### config.mk
export PLATFORM = sky130hd
export DESIGN_NAME = joystick_event_conditioner
export DESIGN_NICKNAME = d
export VERILOG_FILES = /design/src/design/jec_pkg.sv /design/src/design/joystick_event_conditioner.sv /design/src/design/jec_front.sv /design/src/design/jec_cmd_fifo.sv /design/src/design/jec_back.sv
export VERILOG_INCLUDE_DIRS = /design/src /design/src/design
export SDC_FILE = /design/constraint.sdc
export NUM_CORES = 2
export LEC_CHECK = 0
export BUFFER_PORTS_ARGS = -buffer_cell sky130_fd_sc_hd__buf_2
export CORE_MARGIN = 3
export CORE_UTILIZATION = 58
export DETAILED_ROUTE_END_ITERATION = 8
export PLACE_DENSITY = 0.9
export SYNTH_ARGS = -nofsm -noshare
export SYNTH_HDL_FRONTEND = slang
export SYNTH_SLANG_ARGS = --single-unit
export TNS_END_PERCENT = 30
### constraint.sdc
create_clock -name clk -period 9.2 [get_ports clk]
set_input_delay 0.92 -clock clk [delete_from_list [all_inputs] [get_ports clk]]
set_output_delay 0.92 -clock clk [all_outputs]
set_load 0.01 [all_outputs]
### src/design/joystick_event_conditioner_macros.svh
// Assertion macros shared by the joystick event conditioner.
`ifndef JOYSTICK_EVENT_CONDITIONER_MACROS_SVH
`define JOYSTICK_EVENT_CONDITIONER_MACROS_SVH

// Same-cycle implication, sampled on clk, off while rst_n is low.
`define JEC_ASSERT_SAME(label, ante, cons) \
  label: assert property (@(posedge clk) disable iff (!rst_n) (ante) |-> (cons)) \
    else $error("joystick event conditioner: same-cycle check failed");

// Next-cycle implication, sampled on clk, off while rst_n is low.
`define JEC_ASSERT_NEXT(label, ante, cons) \
  label: assert property (@(posedge clk) disable iff (!rst_n) (ante) |=> (cons)) \
    else $error("joystick event conditioner: next-cycle check failed");

`endif

### src/design/jec_pkg.sv
// Shared types and constants of the joystick event conditioner.
package jec_pkg;

  localparam int MAX_BUTTONS_DEF = 16;
  localparam int MAX_AXES_DEF    = 8;

  // Command index field covers the largest supported element count (64).
  localparam int CMD_IDX_W = 6;
  localparam int CMD_DEPTH = 2;

  localparam int VAL_W  = 16;
  localparam int DZ_W   = 15;
  localparam int GAIN_W = 20;
  localparam int TICK_W = 24;

  localparam int CFG_IDX_W  = 3;
  localparam int CFG_DATA_W = 24;

  localparam logic [CFG_IDX_W-1:0] CFG_STICKY  = 3'd0;
  localparam logic [CFG_IDX_W-1:0] CFG_DEAD    = 3'd1;
  localparam logic [CFG_IDX_W-1:0] CFG_GAIN    = 3'd2;
  localparam logic [CFG_IDX_W-1:0] CFG_PUBLISH = 3'd3;
  localparam logic [CFG_IDX_W-1:0] CFG_ACCUM   = 3'd4;

  localparam logic [DZ_W-1:0]   DEAD_RST    = 15'd1638;
  localparam logic [GAIN_W-1:0] GAIN_RST    = 20'd68985;
  localparam logic [TICK_W-1:0] PUBLISH_RST = 24'd16667;
  localparam logic [TICK_W-1:0] ACCUM_RST   = 24'd1000;

  localparam logic [7:0] EVT_BUTTON = 8'h01;
  localparam logic [7:0] EVT_AXIS   = 8'h02;
  localparam logic [7:0] EVT_INIT   = 8'h80;

  localparam logic [1:0] KIND_BUTTON = 2'd0;
  localparam logic [1:0] KIND_AXIS   = 2'd1;
  localparam logic [1:0] KIND_EMPTY  = 2'd2;

  typedef struct packed {
    logic                    sticky_enable;
    logic [DZ_W-1:0]         deadband;
    logic [GAIN_W-1:0]       axis_gain;
    logic [TICK_W-1:0]       publish_ticks;
    logic [TICK_W-1:0]       accum_ticks;
  } cfg_t;

  typedef struct packed {
    logic                    store_en;
    logic                    is_axis;
    logic [CMD_IDX_W-1:0]    idx;
    logic                    level;
    logic signed [VAL_W-1:0] axis_val;
    logic                    publish;
  } cmd_t;

endpackage

### src/design/joystick_event_conditioner.sv
// Top level of the joystick event conditioner: registers, front end, queue, publisher.
//
// Ticks and joystick events enter on the in_ channel; a tick that only counts
// down yields nothing. An event or timeout is taken, passes the front stage
// (dead zone and gain multiply), then waits in a two-entry command queue. The
// publisher pops a command only while idle; a publish run then passes a setup
// state and emits button_count + axis_count results (one when nothing is known
// yet), one per cycle while out_stall is low.
// Input is held off only when the front stage is full and the queue has no room.
// Registers (cfg_index): 0 sticky_enable, 1 deadband, 2 axis_gain,
// 3 publish_ticks, 4 accum_ticks; write them only while the block is idle.
`include "joystick_event_conditioner_macros.svh"
module joystick_event_conditioner import jec_pkg::*; #(
  parameter int MAX_BUTTONS = MAX_BUTTONS_DEF,
  parameter int MAX_AXES    = MAX_AXES_DEF
) (
  input  logic                    clk,
  input  logic                    rst_n,
  input  logic                    cfg_we,
  input  logic [CFG_IDX_W-1:0]    cfg_index,
  input  logic [CFG_DATA_W-1:0]   cfg_wdata,
  input  logic                    in_valid,
  output logic                    in_stall,
  input  logic                    in_func,
  input  logic [7:0]              in_event_type,
  input  logic [7:0]              in_event_number,
  input  logic signed [VAL_W-1:0] in_event_value,
  output logic                    out_valid,
  input  logic                    out_stall,
  output logic [1:0]              out_kind,
  output logic [3:0]              out_element_index,
  output logic signed [VAL_W-1:0] out_element_value,
  output logic                    out_last_item
);

  cfg_t cfg_r, cfg_nxt;
  cmd_t front_cmd;
  cmd_t fifo_cmd;
  logic front_cmd_valid;
  logic fifo_full;
  logic fifo_empty;
  logic cmd_pop;

  always_comb begin
    cfg_nxt = cfg_r;
    if (cfg_we) begin
      unique case (cfg_index)
        CFG_STICKY:  cfg_nxt.sticky_enable = cfg_wdata[0];
        CFG_DEAD:    cfg_nxt.deadband      = cfg_wdata[DZ_W-1:0];
        CFG_GAIN:    cfg_nxt.axis_gain     = cfg_wdata[GAIN_W-1:0];
        CFG_PUBLISH: cfg_nxt.publish_ticks = cfg_wdata[TICK_W-1:0];
        CFG_ACCUM:   cfg_nxt.accum_ticks   = cfg_wdata[TICK_W-1:0];
        default:     cfg_nxt = cfg_r;
      endcase
    end
  end

  always_ff @(posedge clk) begin
    if (!rst_n) begin
      cfg_r.sticky_enable <= 1'b0;
      cfg_r.deadband      <= DEAD_RST;
      cfg_r.axis_gain     <= GAIN_RST;
      cfg_r.publish_ticks <= PUBLISH_RST;
      cfg_r.accum_ticks   <= ACCUM_RST;
    end else begin
      cfg_r <= cfg_nxt;
    end
  end

  jec_front #(
    .MAX_BUTTONS (MAX_BUTTONS),
    .MAX_AXES    (MAX_AXES)
  ) u_front (
    .clk             (clk),
    .rst_n           (rst_n),
    .cfg             (cfg_r),
    .in_valid        (in_valid),
    .in_stall        (in_stall),
    .in_func         (in_func),
    .in_event_type   (in_event_type),
    .in_event_number (in_event_number),
    .in_event_value  (in_event_value),
    .cmd_valid       (front_cmd_valid),
    .cmd             (front_cmd),
    .cmd_full        (fifo_full)
  );

  jec_cmd_fifo u_fifo (
    .clk       (clk),
    .rst_n     (rst_n),
    .push      (front_cmd_valid),
    .push_data (front_cmd),
    .full      (fifo_full),
    .pop       (cmd_pop),
    .pop_data  (fifo_cmd),
    .empty     (fifo_empty)
  );

  jec_back #(
    .MAX_BUTTONS (MAX_BUTTONS),
    .MAX_AXES    (MAX_AXES)
  ) u_back (
    .clk               (clk),
    .rst_n             (rst_n),
    .sticky_enable     (cfg_r.sticky_enable),
    .cmd_empty         (fifo_empty),
    .cmd               (fifo_cmd),
    .cmd_pop           (cmd_pop),
    .out_valid         (out_valid),
    .out_stall         (out_stall),
    .out_kind          (out_kind),
    .out_element_index (out_element_index),
    .out_element_value (out_element_value),
    .out_last_item     (out_last_item)
  );

  // A pending command that cannot drain must hold off new requests.
  `JEC_ASSERT_SAME(a_stage_blocked_stalls, front_cmd_valid && fifo_full, in_stall)
  `JEC_ASSERT_SAME(a_pop_not_empty, cmd_pop, !fifo_empty)
  `JEC_ASSERT_SAME(a_empty_marker_last, out_valid && (out_kind == KIND_EMPTY), out_last_item)

endmodule

### src/design/jec_front.sv
// Front end: accepts items, runs the publish timers and conditions axis values.
module jec_front import jec_pkg::*; #(
  parameter int MAX_BUTTONS = MAX_BUTTONS_DEF,
  parameter int MAX_AXES    = MAX_AXES_DEF
) (
  input  logic                    clk,
  input  logic                    rst_n,
  input  cfg_t                    cfg,
  input  logic                    in_valid,
  output logic                    in_stall,
  input  logic                    in_func,
  input  logic [7:0]              in_event_type,
  input  logic [7:0]              in_event_number,
  input  logic signed [VAL_W-1:0] in_event_value,
  output logic                    cmd_valid,
  output cmd_t                    cmd,
  input  logic                    cmd_full
);

  localparam logic [7:0] NB_LIM = 8'(MAX_BUTTONS);
  localparam logic [7:0] NA_LIM = 8'(MAX_AXES);
  localparam int PROD_W = VAL_W + 1 + GAIN_W + 1;

  logic [TICK_W-1:0] cd_r, cd_nxt;
  logic              armed_r, armed_nxt;
  logic              accum_r, accum_nxt;
  logic              hold_r, hold_nxt;

  logic                     fs_valid_r;
  logic                     fs_store_r;
  logic                     fs_axis_r;
  logic [CMD_IDX_W-1:0]     fs_idx_r;
  logic                     fs_level_r;
  logic signed [PROD_W-1:0] fs_prod_r;
  logic                     fs_pub_r;

  logic accept;
  logic is_btn;
  logic is_axis;
  logic do_store;
  logic pub;
  logic run_common;
  logic load;

  logic signed [VAL_W:0]    v_ext;
  logic signed [VAL_W:0]    d_ext;
  logic signed [VAL_W:0]    v_adj;
  logic signed [PROD_W-1:0] prod_nxt;
  logic signed [PROD_W:0]   neg;
  logic signed [PROD_W-16:0] q;
  logic signed [VAL_W-1:0]  sat;

  assign in_stall = fs_valid_r & cmd_full;
  assign accept   = in_valid & ~in_stall;

  assign is_btn  = ((in_event_type == EVT_BUTTON) || (in_event_type == (EVT_BUTTON | EVT_INIT)))
                   && (in_event_number < NB_LIM);
  assign is_axis = ((in_event_type == EVT_AXIS) || (in_event_type == (EVT_AXIS | EVT_INIT)))
                   && (in_event_number < NA_LIM);
  assign do_store = in_func & (is_btn | is_axis);

  // Timer and hold flags, in the order the publish decision needs them.
  always_comb begin
    cd_nxt     = cd_r;
    armed_nxt  = armed_r;
    accum_nxt  = accum_r;
    hold_nxt   = hold_r;
    pub        = 1'b0;
    run_common = 1'b0;
    if (accept) begin
      if (!in_func) begin
        if (cd_r > TICK_W'(1)) begin
          cd_nxt = cd_r - TICK_W'(1);
        end else begin
          run_common = 1'b1;
          if (armed_r) hold_nxt = 1'b0;
        end
      end else begin
        run_common = 1'b1;
        if (is_btn) begin
          hold_nxt = in_event_type[7];
        end else if (is_axis) begin
          hold_nxt = 1'b1;
        end
      end
      if (run_common) begin
        if (!hold_nxt) begin
          pub       = 1'b1;
          armed_nxt = 1'b0;
          accum_nxt = 1'b0;
        end
        if (!accum_nxt && hold_nxt) begin
          cd_nxt    = cfg.accum_ticks;
          accum_nxt = 1'b1;
          armed_nxt = 1'b1;
        end
        if (!armed_nxt) begin
          cd_nxt    = cfg.publish_ticks;
          armed_nxt = 1'b1;
        end
      end
    end
  end

  // Dead zone, then the gain product; the scaling finishes on the way out.
  always_comb begin
    v_ext = {in_event_value[VAL_W-1], in_event_value};
    d_ext = {2'b00, cfg.deadband};
    if (v_ext < -d_ext) begin
      v_adj = v_ext + d_ext;
    end else if (v_ext > d_ext) begin
      v_adj = v_ext - d_ext;
    end else begin
      v_adj = '0;
    end
    prod_nxt = PROD_W'(v_adj) * PROD_W'($signed({1'b0, cfg.axis_gain}));
  end

  assign load = accept & (do_store | pub);

  always_ff @(posedge clk) begin
    if (!rst_n) begin
      cd_r       <= '0;
      armed_r    <= 1'b0;
      accum_r    <= 1'b0;
      hold_r     <= 1'b0;
      fs_valid_r <= 1'b0;
    end else begin
      cd_r    <= cd_nxt;
      armed_r <= armed_nxt;
      accum_r <= accum_nxt;
      hold_r  <= hold_nxt;
      if (load) begin
        fs_valid_r <= 1'b1;
      end else if (!cmd_full) begin
        fs_valid_r <= 1'b0;
      end
    end
  end

  always_ff @(posedge clk) begin
    if (load) begin
      fs_store_r <= do_store;
      fs_axis_r  <= is_axis & ~is_btn;
      fs_idx_r   <= CMD_IDX_W'(in_event_number);
      fs_level_r <= (in_event_value != '0);
      fs_prod_r  <= prod_nxt;
      fs_pub_r   <= pub;
    end
  end

  // Negate, floor-shift by 16 and saturate to Q1.15.
  always_comb begin
    neg = -{fs_prod_r[PROD_W-1], fs_prod_r};
    q   = (PROD_W-15)'(neg >>> 16);
    if (q > (PROD_W-15)'(32767)) begin
      sat = 16'sh7fff;
    end else if (q < -(PROD_W-15)'(32768)) begin
      sat = -16'sh8000;
    end else begin
      sat = q[VAL_W-1:0];
    end
  end

  assign cmd_valid     = fs_valid_r;
  assign cmd.store_en  = fs_store_r;
  assign cmd.is_axis   = fs_axis_r;
  assign cmd.idx       = fs_idx_r;
  assign cmd.level     = fs_level_r;
  assign cmd.axis_val  = sat;
  assign cmd.publish   = fs_pub_r;

endmodule

### src/design/jec_cmd_fifo.sv
// Two-entry command queue between the front end and the publisher.
module jec_cmd_fifo import jec_pkg::*; (
  input  logic clk,
  input  logic rst_n,
  input  logic push,
  input  cmd_t push_data,
  output logic full,
  input  logic pop,
  output cmd_t pop_data,
  output logic empty
);

  localparam int PTR_W = (CMD_DEPTH > 1) ? $clog2(CMD_DEPTH) : 1;
  localparam int CNT_W = $clog2(CMD_DEPTH + 1);
  localparam logic [PTR_W-1:0] PTR_LAST = PTR_W'(CMD_DEPTH - 1);

  cmd_t             mem_r [CMD_DEPTH];
  logic [PTR_W-1:0] wr_ptr_r;
  logic [PTR_W-1:0] rd_ptr_r;
  logic [CNT_W-1:0] count_r;
  logic             do_push;
  logic             do_pop;

  assign full     = (count_r == CNT_W'(CMD_DEPTH));
  assign empty    = (count_r == '0);
  assign do_push  = push & ~full;
  assign do_pop   = pop & ~empty;
  assign pop_data = mem_r[rd_ptr_r];

  always_ff @(posedge clk) begin
    if (!rst_n) begin
      wr_ptr_r <= '0;
      rd_ptr_r <= '0;
      count_r  <= '0;
    end else begin
      if (do_push) begin
        wr_ptr_r <= (wr_ptr_r == PTR_LAST) ? '0 : wr_ptr_r + PTR_W'(1);
      end
      if (do_pop) begin
        rd_ptr_r <= (rd_ptr_r == PTR_LAST) ? '0 : rd_ptr_r + PTR_W'(1);
      end
      if (do_push && !do_pop) begin
        count_r <= count_r + CNT_W'(1);
      end else if (do_pop && !do_push) begin
        count_r <= count_r - CNT_W'(1);
      end
    end
  end

  always_ff @(posedge clk) begin
    if (do_push) begin
      mem_r[wr_ptr_r] <= push_data;
    end
  end

endmodule

### src/design/jec_back.sv
// Back end: applies stores to the element state and emits publish runs.
module jec_back import jec_pkg::*; #(
  parameter int MAX_BUTTONS = MAX_BUTTONS_DEF,
  parameter int MAX_AXES    = MAX_AXES_DEF
) (
  input  logic                    clk,
  input  logic                    rst_n,
  input  logic                    sticky_enable,
  input  logic                    cmd_empty,
  input  cmd_t                    cmd,
  output logic                    cmd_pop,
  output logic                    out_valid,
  input  logic                    out_stall,
  output logic [1:0]              out_kind,
  output logic [3:0]              out_element_index,
  output logic signed [VAL_W-1:0] out_element_value,
  output logic                    out_last_item
);

  localparam int BI_W  = (MAX_BUTTONS > 1) ? $clog2(MAX_BUTTONS) : 1;
  localparam int AI_W  = (MAX_AXES > 1) ? $clog2(MAX_AXES) : 1;
  localparam int BC_W  = $clog2(MAX_BUTTONS + 1);
  localparam int AC_W  = $clog2(MAX_AXES + 1);
  localparam int PTR_W = $clog2(MAX_BUTTONS + MAX_AXES + 1);
  localparam int CI_W  = CMD_IDX_W + 1;

  localparam logic [1:0] ST_IDLE = 2'd0;
  localparam logic [1:0] ST_PREP = 2'd1;
  localparam logic [1:0] ST_RUN  = 2'd2;

  logic [1:0]              state_r;
  logic [MAX_BUTTONS-1:0]  btn_now_r;
  logic [MAX_BUTTONS-1:0]  btn_prev_r;
  logic [MAX_BUTTONS-1:0]  btn_tog_r;
  logic signed [VAL_W-1:0] axis_r [MAX_AXES];
  logic [BC_W-1:0]         bc_r;
  logic [AC_W-1:0]         ac_r;
  logic [PTR_W-1:0]        ptr_r;

  logic                    out_valid_r;
  logic [1:0]              out_kind_r;
  logic [3:0]              out_index_r;
  logic signed [VAL_W-1:0] out_value_r;
  logic                    out_last_r;

  logic [PTR_W-1:0]        total;
  logic [PTR_W-1:0]        aoff;
  logic [BI_W-1:0]         bidx;
  logic [AI_W-1:0]         aidx;
  logic                    bbit;
  logic                    out_load;
  logic [1:0]              kind_nxt;
  logic [3:0]              index_nxt;
  logic signed [VAL_W-1:0] value_nxt;
  logic                    last_nxt;
  logic [CI_W-1:0]         idx_ext;

  assign cmd_pop  = (state_r == ST_IDLE) & ~cmd_empty;
  assign out_load = ~out_valid_r | ~out_stall;
  assign total    = PTR_W'(bc_r) + PTR_W'(ac_r);
  assign idx_ext  = {1'b0, cmd.idx};

  always_comb begin
    aoff = ptr_r - PTR_W'(bc_r);
    bidx = ptr_r[BI_W-1:0];
    aidx = aoff[AI_W-1:0];
    bbit = sticky_enable ? btn_tog_r[bidx] : btn_now_r[bidx];
    last_nxt = ((ptr_r + PTR_W'(1)) == total);
    if (total == '0) begin
      kind_nxt  = KIND_EMPTY;
      index_nxt = '0;
      value_nxt = '0;
      last_nxt  = 1'b1;
    end else if (ptr_r < PTR_W'(bc_r)) begin
      kind_nxt  = KIND_BUTTON;
      index_nxt = 4'(ptr_r);
      value_nxt = {{(VAL_W-1){1'b0}}, bbit};
    end else begin
      kind_nxt  = KIND_AXIS;
      index_nxt = 4'(aoff);
      value_nxt = axis_r[aidx];
    end
  end

  always_ff @(posedge clk) begin
    if (!rst_n) begin
      state_r    <= ST_IDLE;
      btn_now_r  <= '0;
      btn_prev_r <= '0;
      btn_tog_r  <= '0;
      for (int i = 0; i < MAX_AXES; i++) begin
        axis_r[i] <= '0;
      end
      bc_r  <= '0;
      ac_r  <= '0;
      ptr_r <= '0;
    end else begin
      unique case (state_r)
        ST_IDLE: begin
          if (cmd_pop) begin
            if (cmd.store_en) begin
              if (cmd.is_axis) begin
                axis_r[cmd.idx[AI_W-1:0]] <= cmd.axis_val;
                if (idx_ext >= CI_W'(ac_r)) ac_r <= AC_W'(idx_ext + CI_W'(1));
              end else begin
                btn_now_r[cmd.idx[BI_W-1:0]] <= cmd.level;
                if (idx_ext >= CI_W'(bc_r)) bc_r <= BC_W'(idx_ext + CI_W'(1));
              end
            end
            if (cmd.publish) state_r <= ST_PREP;
          end
        end
        ST_PREP: begin
          // Toggle on press edges over the known buttons before the run.
          if (sticky_enable) begin
            for (int i = 0; i < MAX_BUTTONS; i++) begin
              if (BC_W'(i) < bc_r) begin
                if (btn_now_r[i] && !btn_prev_r[i]) btn_tog_r[i] <= ~btn_tog_r[i];
                btn_prev_r[i] <= btn_now_r[i];
              end
            end
          end
          ptr_r   <= '0;
          state_r <= ST_RUN;
        end
        ST_RUN: begin
          if (out_load) begin
            if (last_nxt) begin
              state_r <= ST_IDLE;
            end else begin
              ptr_r <= ptr_r + PTR_W'(1);
            end
          end
        end
        default: state_r <= ST_IDLE;
      endcase
    end
  end

  always_ff @(posedge clk) begin
    if (!rst_n) begin
      out_valid_r <= 1'b0;
    end else if ((state_r == ST_RUN) && out_load) begin
      out_valid_r <= 1'b1;
    end else if (!out_stall) begin
      out_valid_r <= 1'b0;
    end
  end

  always_ff @(posedge clk) begin
    if ((state_r == ST_RUN) && out_load) begin
      out_kind_r  <= kind_nxt;
      out_index_r <= index_nxt;
      out_value_r <= value_nxt;
      out_last_r  <= last_nxt;
    end
  end

  assign out_valid         = out_valid_r;
  assign out_kind          = out_kind_r;
  assign out_element_index = out_index_r;
  assign out_element_value = out_value_r;
  assign out_last_item     = out_last_r;

endmodule
# After elaboration in Yosys (flattened, before gate mapping)
# Memories as Yosys holds them, arrays and structs flattened. A register that Yosys moved wholly into a read port is not among the register bits.
# Index checks and enable logic that the tools add are counted.
# Widths: inputs -> output; s select.
[word_totals] ramBits=180 romBits=0 word_cells=327 latchBits=0 output_inout_bits=25 ff_bits=252 mem_count=2 in_bits=65
[classes] n_mux=71 add_sub_neg=13 bitwise=34 n_reduce_logical=96 n_mul=1 n_lt_le_gt_ge=29 shift=0 eq_ne=19 div=0
[mem_list] memory="u_back.axis_r" depth=8 word_bits=16 read_ports=1 rd_ports_with_merged_regs=0 write_ports=8 line_no="jec_back.sv:35" source="logic signed [VAL_W-1:0] axis_r [MAX_AXES];"
[mem_list] memory="u_fifo.mem_r" depth=2 word_bits=26 read_ports=1 rd_ports_with_merged_regs=1 write_ports=1 line_no="jec_cmd_fifo.sv:17" source="cmd_t mem_r [CMD_DEPTH];"
[ops] operator="$mux 24" n=5
[ops] operator="$reduce_and 4->1" n=18
[ops] operator="$reduce_and 3->1" n=17
[ops] operator="$mux 16" n=3
[ops] operator="$mux 1" n=45
[ops] operator="$lt 4x5->1 const A" n=8
[ops] operator="$neg 39->39" n=1
[ops] operator="$mul 17x21->38" n=1
[ops] operator="$mux 17" n=2
[ops] operator="$gt 24x1->1 const B" n=1
[ops] operator="$sub 24x1->24 const B" n=1
[ops] operator="$gt 23x16->1 const B" n=1
[ops] operator="$logic_and 1x1->1" n=23
[ops] operator="$lt 23x16->1 const B" n=1
[ops] operator="$not 1->1" n=23
[ops] operator="$lt 3x5->1 const A" n=4
[ops] operator="$logic_not 1->1" n=19
[ops] operator="$add 16x16->17" n=1
[ops] operator="$lt 16x17->1" n=1
[ops] operator="$neg 15->17" n=1
[ops] operator="$sub 16x16->17" n=1
[ops] operator="$bwmux 16" n=1
[ops] operator="$eq 8x8->1 const B" n=2
[ops] operator="$gt 16x16->1" n=1
[ops] operator="45 further kinds" n=82

# Depth between registers and ports, before layout
[depth] word_depth=17 depth_mapped=40 depth_no_buf=38

# Cells and area by module
# A second synthesis with hierarchy kept.
[unflattened] hier_cells=3291 area_unflattened_um2=33405.8
[by_module_without_submodules] module="jec_front" area_each_um2=17641.9 cells_per_inst=2048 n_inst=1
[by_module_without_submodules] module="jec_back" area_each_um2=10342.4 cells_per_inst=816 n_inst=1
[by_module_without_submodules] module="joystick_event_conditioner" area_each_um2=3313.2 cells_per_inst=321 n_inst=1
[by_module_without_submodules] module="jec_cmd_fifo" area_each_um2=2108.3 cells_per_inst=106 n_inst=1

# Least setup slack after synthesis
# Ideal clock, no wire load.
[synth_timing] path_kind="flip-flop to flip-flop" from="register cfg_r[69] (netlist name)" to="register u_front.fs_prod_r[37], data pin" synth_period_minus_slack_ns=9.452 path_buffers=3 setup_slack_ns=-0.252 t_arrival_ns=9.188 path_stages_with_launch=37 path_cell_list="dfxtp_1 -> inv_1 -> ha_1 -> nand3_1 -> nor3_1 -> nand3_1 -> nor3_1 -> xnor2_1 -> ha_1 -> a21oi_1 -> o21ai_0 -> a2111oi_1 -> a211oi_2 -> o21a_1 -> clkbuf_1 -> buf_2 -> clkbuf_1 -> or4b_2 -> fa_1 -> inv_1 -> fa_1 -> inv_1 -> fa_1 -> inv_1 -> fa_1 -> fa_1 -> inv_1 -> fa_1 -> inv_1 -> ha_1 -> and3_1 -> and3_1 -> a22o_1 -> a31oi_1 -> o21ai_0 -> a221oi_1 -> xnor2_1"
[synth_via] elab_chain_len=4
[synth_rtl] element="from (decl)" line_no="joystick_event_conditioner.sv:36" source="cfg_t cfg_r, cfg_nxt;"
[synth_rtl] element="from (signal assigned)" line_no="joystick_event_conditioner.sv:66" source="cfg_r <= cfg_nxt;"
[synth_rtl] element="$neg 15->17 (tied with other cells)" line_no="jec_front.sv:109" source="if (v_ext < -d_ext) begin"
[synth_rtl] element="$lt 16x17->1 or $mux 17 (tied branches)" line_no="jec_front.sv:109, jec_front.sv:111"
[synth_rtl] element="$mux 17 (*)" line_no="jec_front.sv:109"
[synth_rtl] element="$mul 17x21->38 (*)" line_no="jec_front.sv:116" source="prod_nxt = PROD_W'(v_adj) * PROD_W'($signed({1'b0, cfg.axis_gain}));"
[synth_rtl] element="named net u_front.prod_nxt[37]" line_no="jec_front.sv:48" source="logic signed [PROD_W-1:0] prod_nxt;"
[synth_rtl] element="to (signal assigned)" line_no="jec_front.sv:147" source="fs_prod_r <= prod_nxt;"
[synth_rtl] element="to (decl)" line_no="jec_front.sv:34" source="logic signed [PROD_W-1:0] fs_prod_r;"
# The timed path passes the listed nets; every way through them passes the cells marked *.
# A chain may end at the register's enable or synchronous reset.

# Worst setup path in the final report
[layout_timing] from="register cfg_r[69] (netlist name)" to="register u_front.fs_prod_r[29], data pin"
# Same word-level chain as after synthesis.

==> metrics.txt <==
Overflow after GRT=0; gr usage total=27.7%; final wirelength=93300 µm; final instance area=about 37000 µm²; CP top delay family=adder cells; Pwr Density=369 nW/µm²; CP Buf/Inv Count=12; Post-Syn Area=between 30000 and 40000 µm²; Seq/Total Area, Yosys=roughly 34%; area grow syn2layout=14.4%; Max Freq=between 0.1 and 0.15 GHz; DRC Markers=0; per-cell routed wire length=21.7 µm; Worst Setup SP=cfg_r[69]; layout cell share with drive strength beyond 1=15.4%; final HPWL from detailed placement=59200 µm; Reg2Reg Depth=41; Syn Area/Cell=9.61 µm²; Initial DRT Pass Iterations=8; synthesis-stage register bit count=between 400 and 500; worst hold path class=reg -> reg; final core occ=67.4%; largest cells by area after synthesis=edfxtp_1, fa_1, dfxtp_1; RR Startpoint=cfg_r[69]; CP startpoint kind=flop; Max Root-Sink Buffers=3; Final setup viols=20; Slowest-stage cell, CP=fa_1; clock root cell=clkbuf_16; starting DRC count in detailed routing=3489; Async SR Flop Fraction=0%; Worst setup EP type=flop; Nets=4073; Starting Density=58.9%; Unique masters post-synth=83; PnR worst setup slack=-0.349 ns; Row Count=86; vias in the first global route=26342; Slew @ Worst Pin=~1.3 ns; Die ar.=59000 µm²; Worst Path Max Fanout=6; final clock period utilization by the worst path=104%; placed cell area=34300 µm²; Core Footprint=55300 µm²; hold depth=0; antenna-violating nets left=0; Synthesized Nets=3937; Max IR drop VDD=0.000832 V; clk slew on worst S/H paths=0.06 ns; Levels on crit path=41; Vias=27403; first-pass GRT wire length=133000 µm; largest net degree at the start of global routing=101; max cap viols=0; clk_lat worst skew=approximately 0.59 ns; Synth top area share=23.1%; Arr. time, crit path=9.89 ns; status=finished with violations; io pins=90; minimum clock period=9.55 ns; area occupied by multi-input gates=about 20000 µm²; hold_sp=u_front.fs_axis_r; Crit path largest cell delay=roughly 0.57 ns; CTS Buf Count=44; final hold viol count=0; fillers=3624; H-tree Lvls=2; Sequential Area=around 11000 µm²; Sink Count=433; DR vias/cell=6.36; largest area contributor in the netlist=edfxtp_1; relative slew slack=13.1%; yosys warns=0; clk_skew=0.0320 ns; Top FF cell, synth=edfxtp_1; PortBufs=89; Die Height=243 µm; kind of critical path=reg -> reg; CTS hold repair buffers=0; CTS tree=built; Crit path top cell by count=fa_1; die width=243 µm; GP Congestion=about 0.95; Post-synth EDFFs=between 200 and 300; failing checks=negative setup slack; Final Slew Violations=0; Worst Path Required=9.54 ns; post-synthesis cell count=3389; initial antenna violation count=1; leakage=15.8 nW
## kinds of logic after synthesis
kind of cell / Yosys count / synth area share, %
fa+ha+maj: 483 / 24.8
simple gates: 1229 / 17.9
flops: 433 / 34.3
buf+inv: 568 / 6.64
compound gates: 494 / 9.44
mux: 94 / 4.52
xor+xnor: 88 / 2.37
## repair_timing
action / 4_1_cts / 5_1_grt
setup buffers: 1 / 52
pin swaps: 2 / 107
gates cloned: 0 / 12
hold endpoints to repair: 0 / 0
setup endpoints to repair: 9 / 18
gates resized for setup: 11 / 183
## worst register-to-register path, delay by kind of cell (launching register included)
family,cells,cell delay (ns)
flops,1,0.34
buf+inv,12,1.34
fa+ha+maj,8,3.55
simple gates,6,0.93
compound gates,15,3.10
## synthesized netlist by cell type (all sizes together), types with 5 or more instances
cell type and number:
mux2 6, nand3b 15, or3 14, nand2b 35
fa 273, or4b 11, o31ai 11, edfxtp 251
nor3 70, buf 28, o22ai 18, or2 6
a21oi 213, ha 210, nor2b 30, nor3b 23
a31oi 13, nand4 12, nor2 317, xnor2 56
nor4 23, nand2 439, nand4b 5, o221ai 8
mux2i 46, inv 391, or3b 8, o31a 8
a21o 21, o41ai 5, xor2 32, and3 23
a211oi 16, a22oi 9, nor4b 14, dfxtp 182
o21bai 9, o21ai 81, o21a 14, mux4 42
o211ai 12, and2 104, nand3 73, clkbuf 149
## cell type report
| class | count | share of cell area [%] |
|---|---|---|
| antenna | 1 | 0.00671 |
| clock buffer | 59 | 3.24 |
| tap | 748 | 2.51 |
| sequential | 433 | 30.0 |
| timing repair buffer | 267 | 5.92 |
| multi-input combinational | 2388 | 53.9 |
| clock inverter | 19 | 0.423 |
| inverter | 391 | 3.96 |
## sequential cells by signal (all words and copies together) (netlist names), 2 cells and up, named ones only
name,flops
u_back.axis_r,128
cfg_r,84
u_fifo.mem_r,52
u_front.fs_prod_r,38
u_front.cd_r,24
u_back.btn_now_r,16
u_back.btn_prev_r,16
u_back.btn_tog_r,16
u_back.out_element_value,16
u_front.fs_idx_r,6
u_back.bc_r,5
u_back.ptr_r,5
u_back.ac_r,4
u_back.out_element_index,4
u_back.out_kind,2
u_back.state_r,2
u_fifo.count_r,2
## power by group
| group | switching [mW] | leakage, nW | total [mW] | internal [mW] |
|---|---|---|---|---|
| logic | 5.13 | 11.2 | 9.38 | 4.25 |
| clock network | 0.771 | 0.666 | 1.73 | 0.956 |
| registers | 0.130 | 3.92 | 2.65 | 2.52 |
## through the flow
| step | TNS (ns) | cells | hold slack (ns) | worst slack, ns | power [mW] |
|---|---|---|---|---|---|
| floorplan | 0 | 3389 | 0.421 | 0.0540 | 7.55 |
| global placement | 0 | 4162 | 0.422 | 0.123 | 9.70 |
| detailed placement | -0.707 | 4162 | 0.435 | -0.167 | 10.0 |
| CTS | 0 | 4241 | 0.445 | 0.0103 | 11.8 |
| global route | -10.47 | 4305 | 0.463 | -0.687 | 14.6 |
| finish | -4.05 | 4306 | 0.446 | -0.349 | 13.8 |
## path summary, 6_finish.rpt
kind,to,slack [ns]
worst max-delay path,u_front.fs_prod_r[29],-0.35
worst min-delay path,u_fifo.mem_r[1][24],0.45
worst max register to register,u_front.fs_prod_r[29],-0.35
worst min register to register,u_fifo.mem_r[1][24],0.45
## layout by cell type (no fill, tap or decap), types with 18 or more instances in the layout
cell	count
nor3b_1	23
and3_1	20
edfxtp_1	251
buf_2	91
o21ai_0	62
nor2b_1	28
xor2_1	32
mux4_2	42
and2_1	99
buf_4	130
inv_1	379
mux2i_1	46
a21o_1	21
o22ai_1	18
fa_1	262
buf_6	19
xnor2_1	55
a21oi_1	203
nand3_1	67
nor4_1	19
dfxtp_1	180
clkbuf_16	53
nor3_1	61
ha_1	190
nor2_1	313
nand2b_1	33
nand2_1	432
## per-layer routing
metal | part of all wire, % | track usage (%)
met4 | 6.8 | 13.4
met5 | 0 | 0
met1 | 34 | 34.3
met3 | 11 | 4.88
met2 | 48 | 47.2
Power figures use the tool's default switching activity.
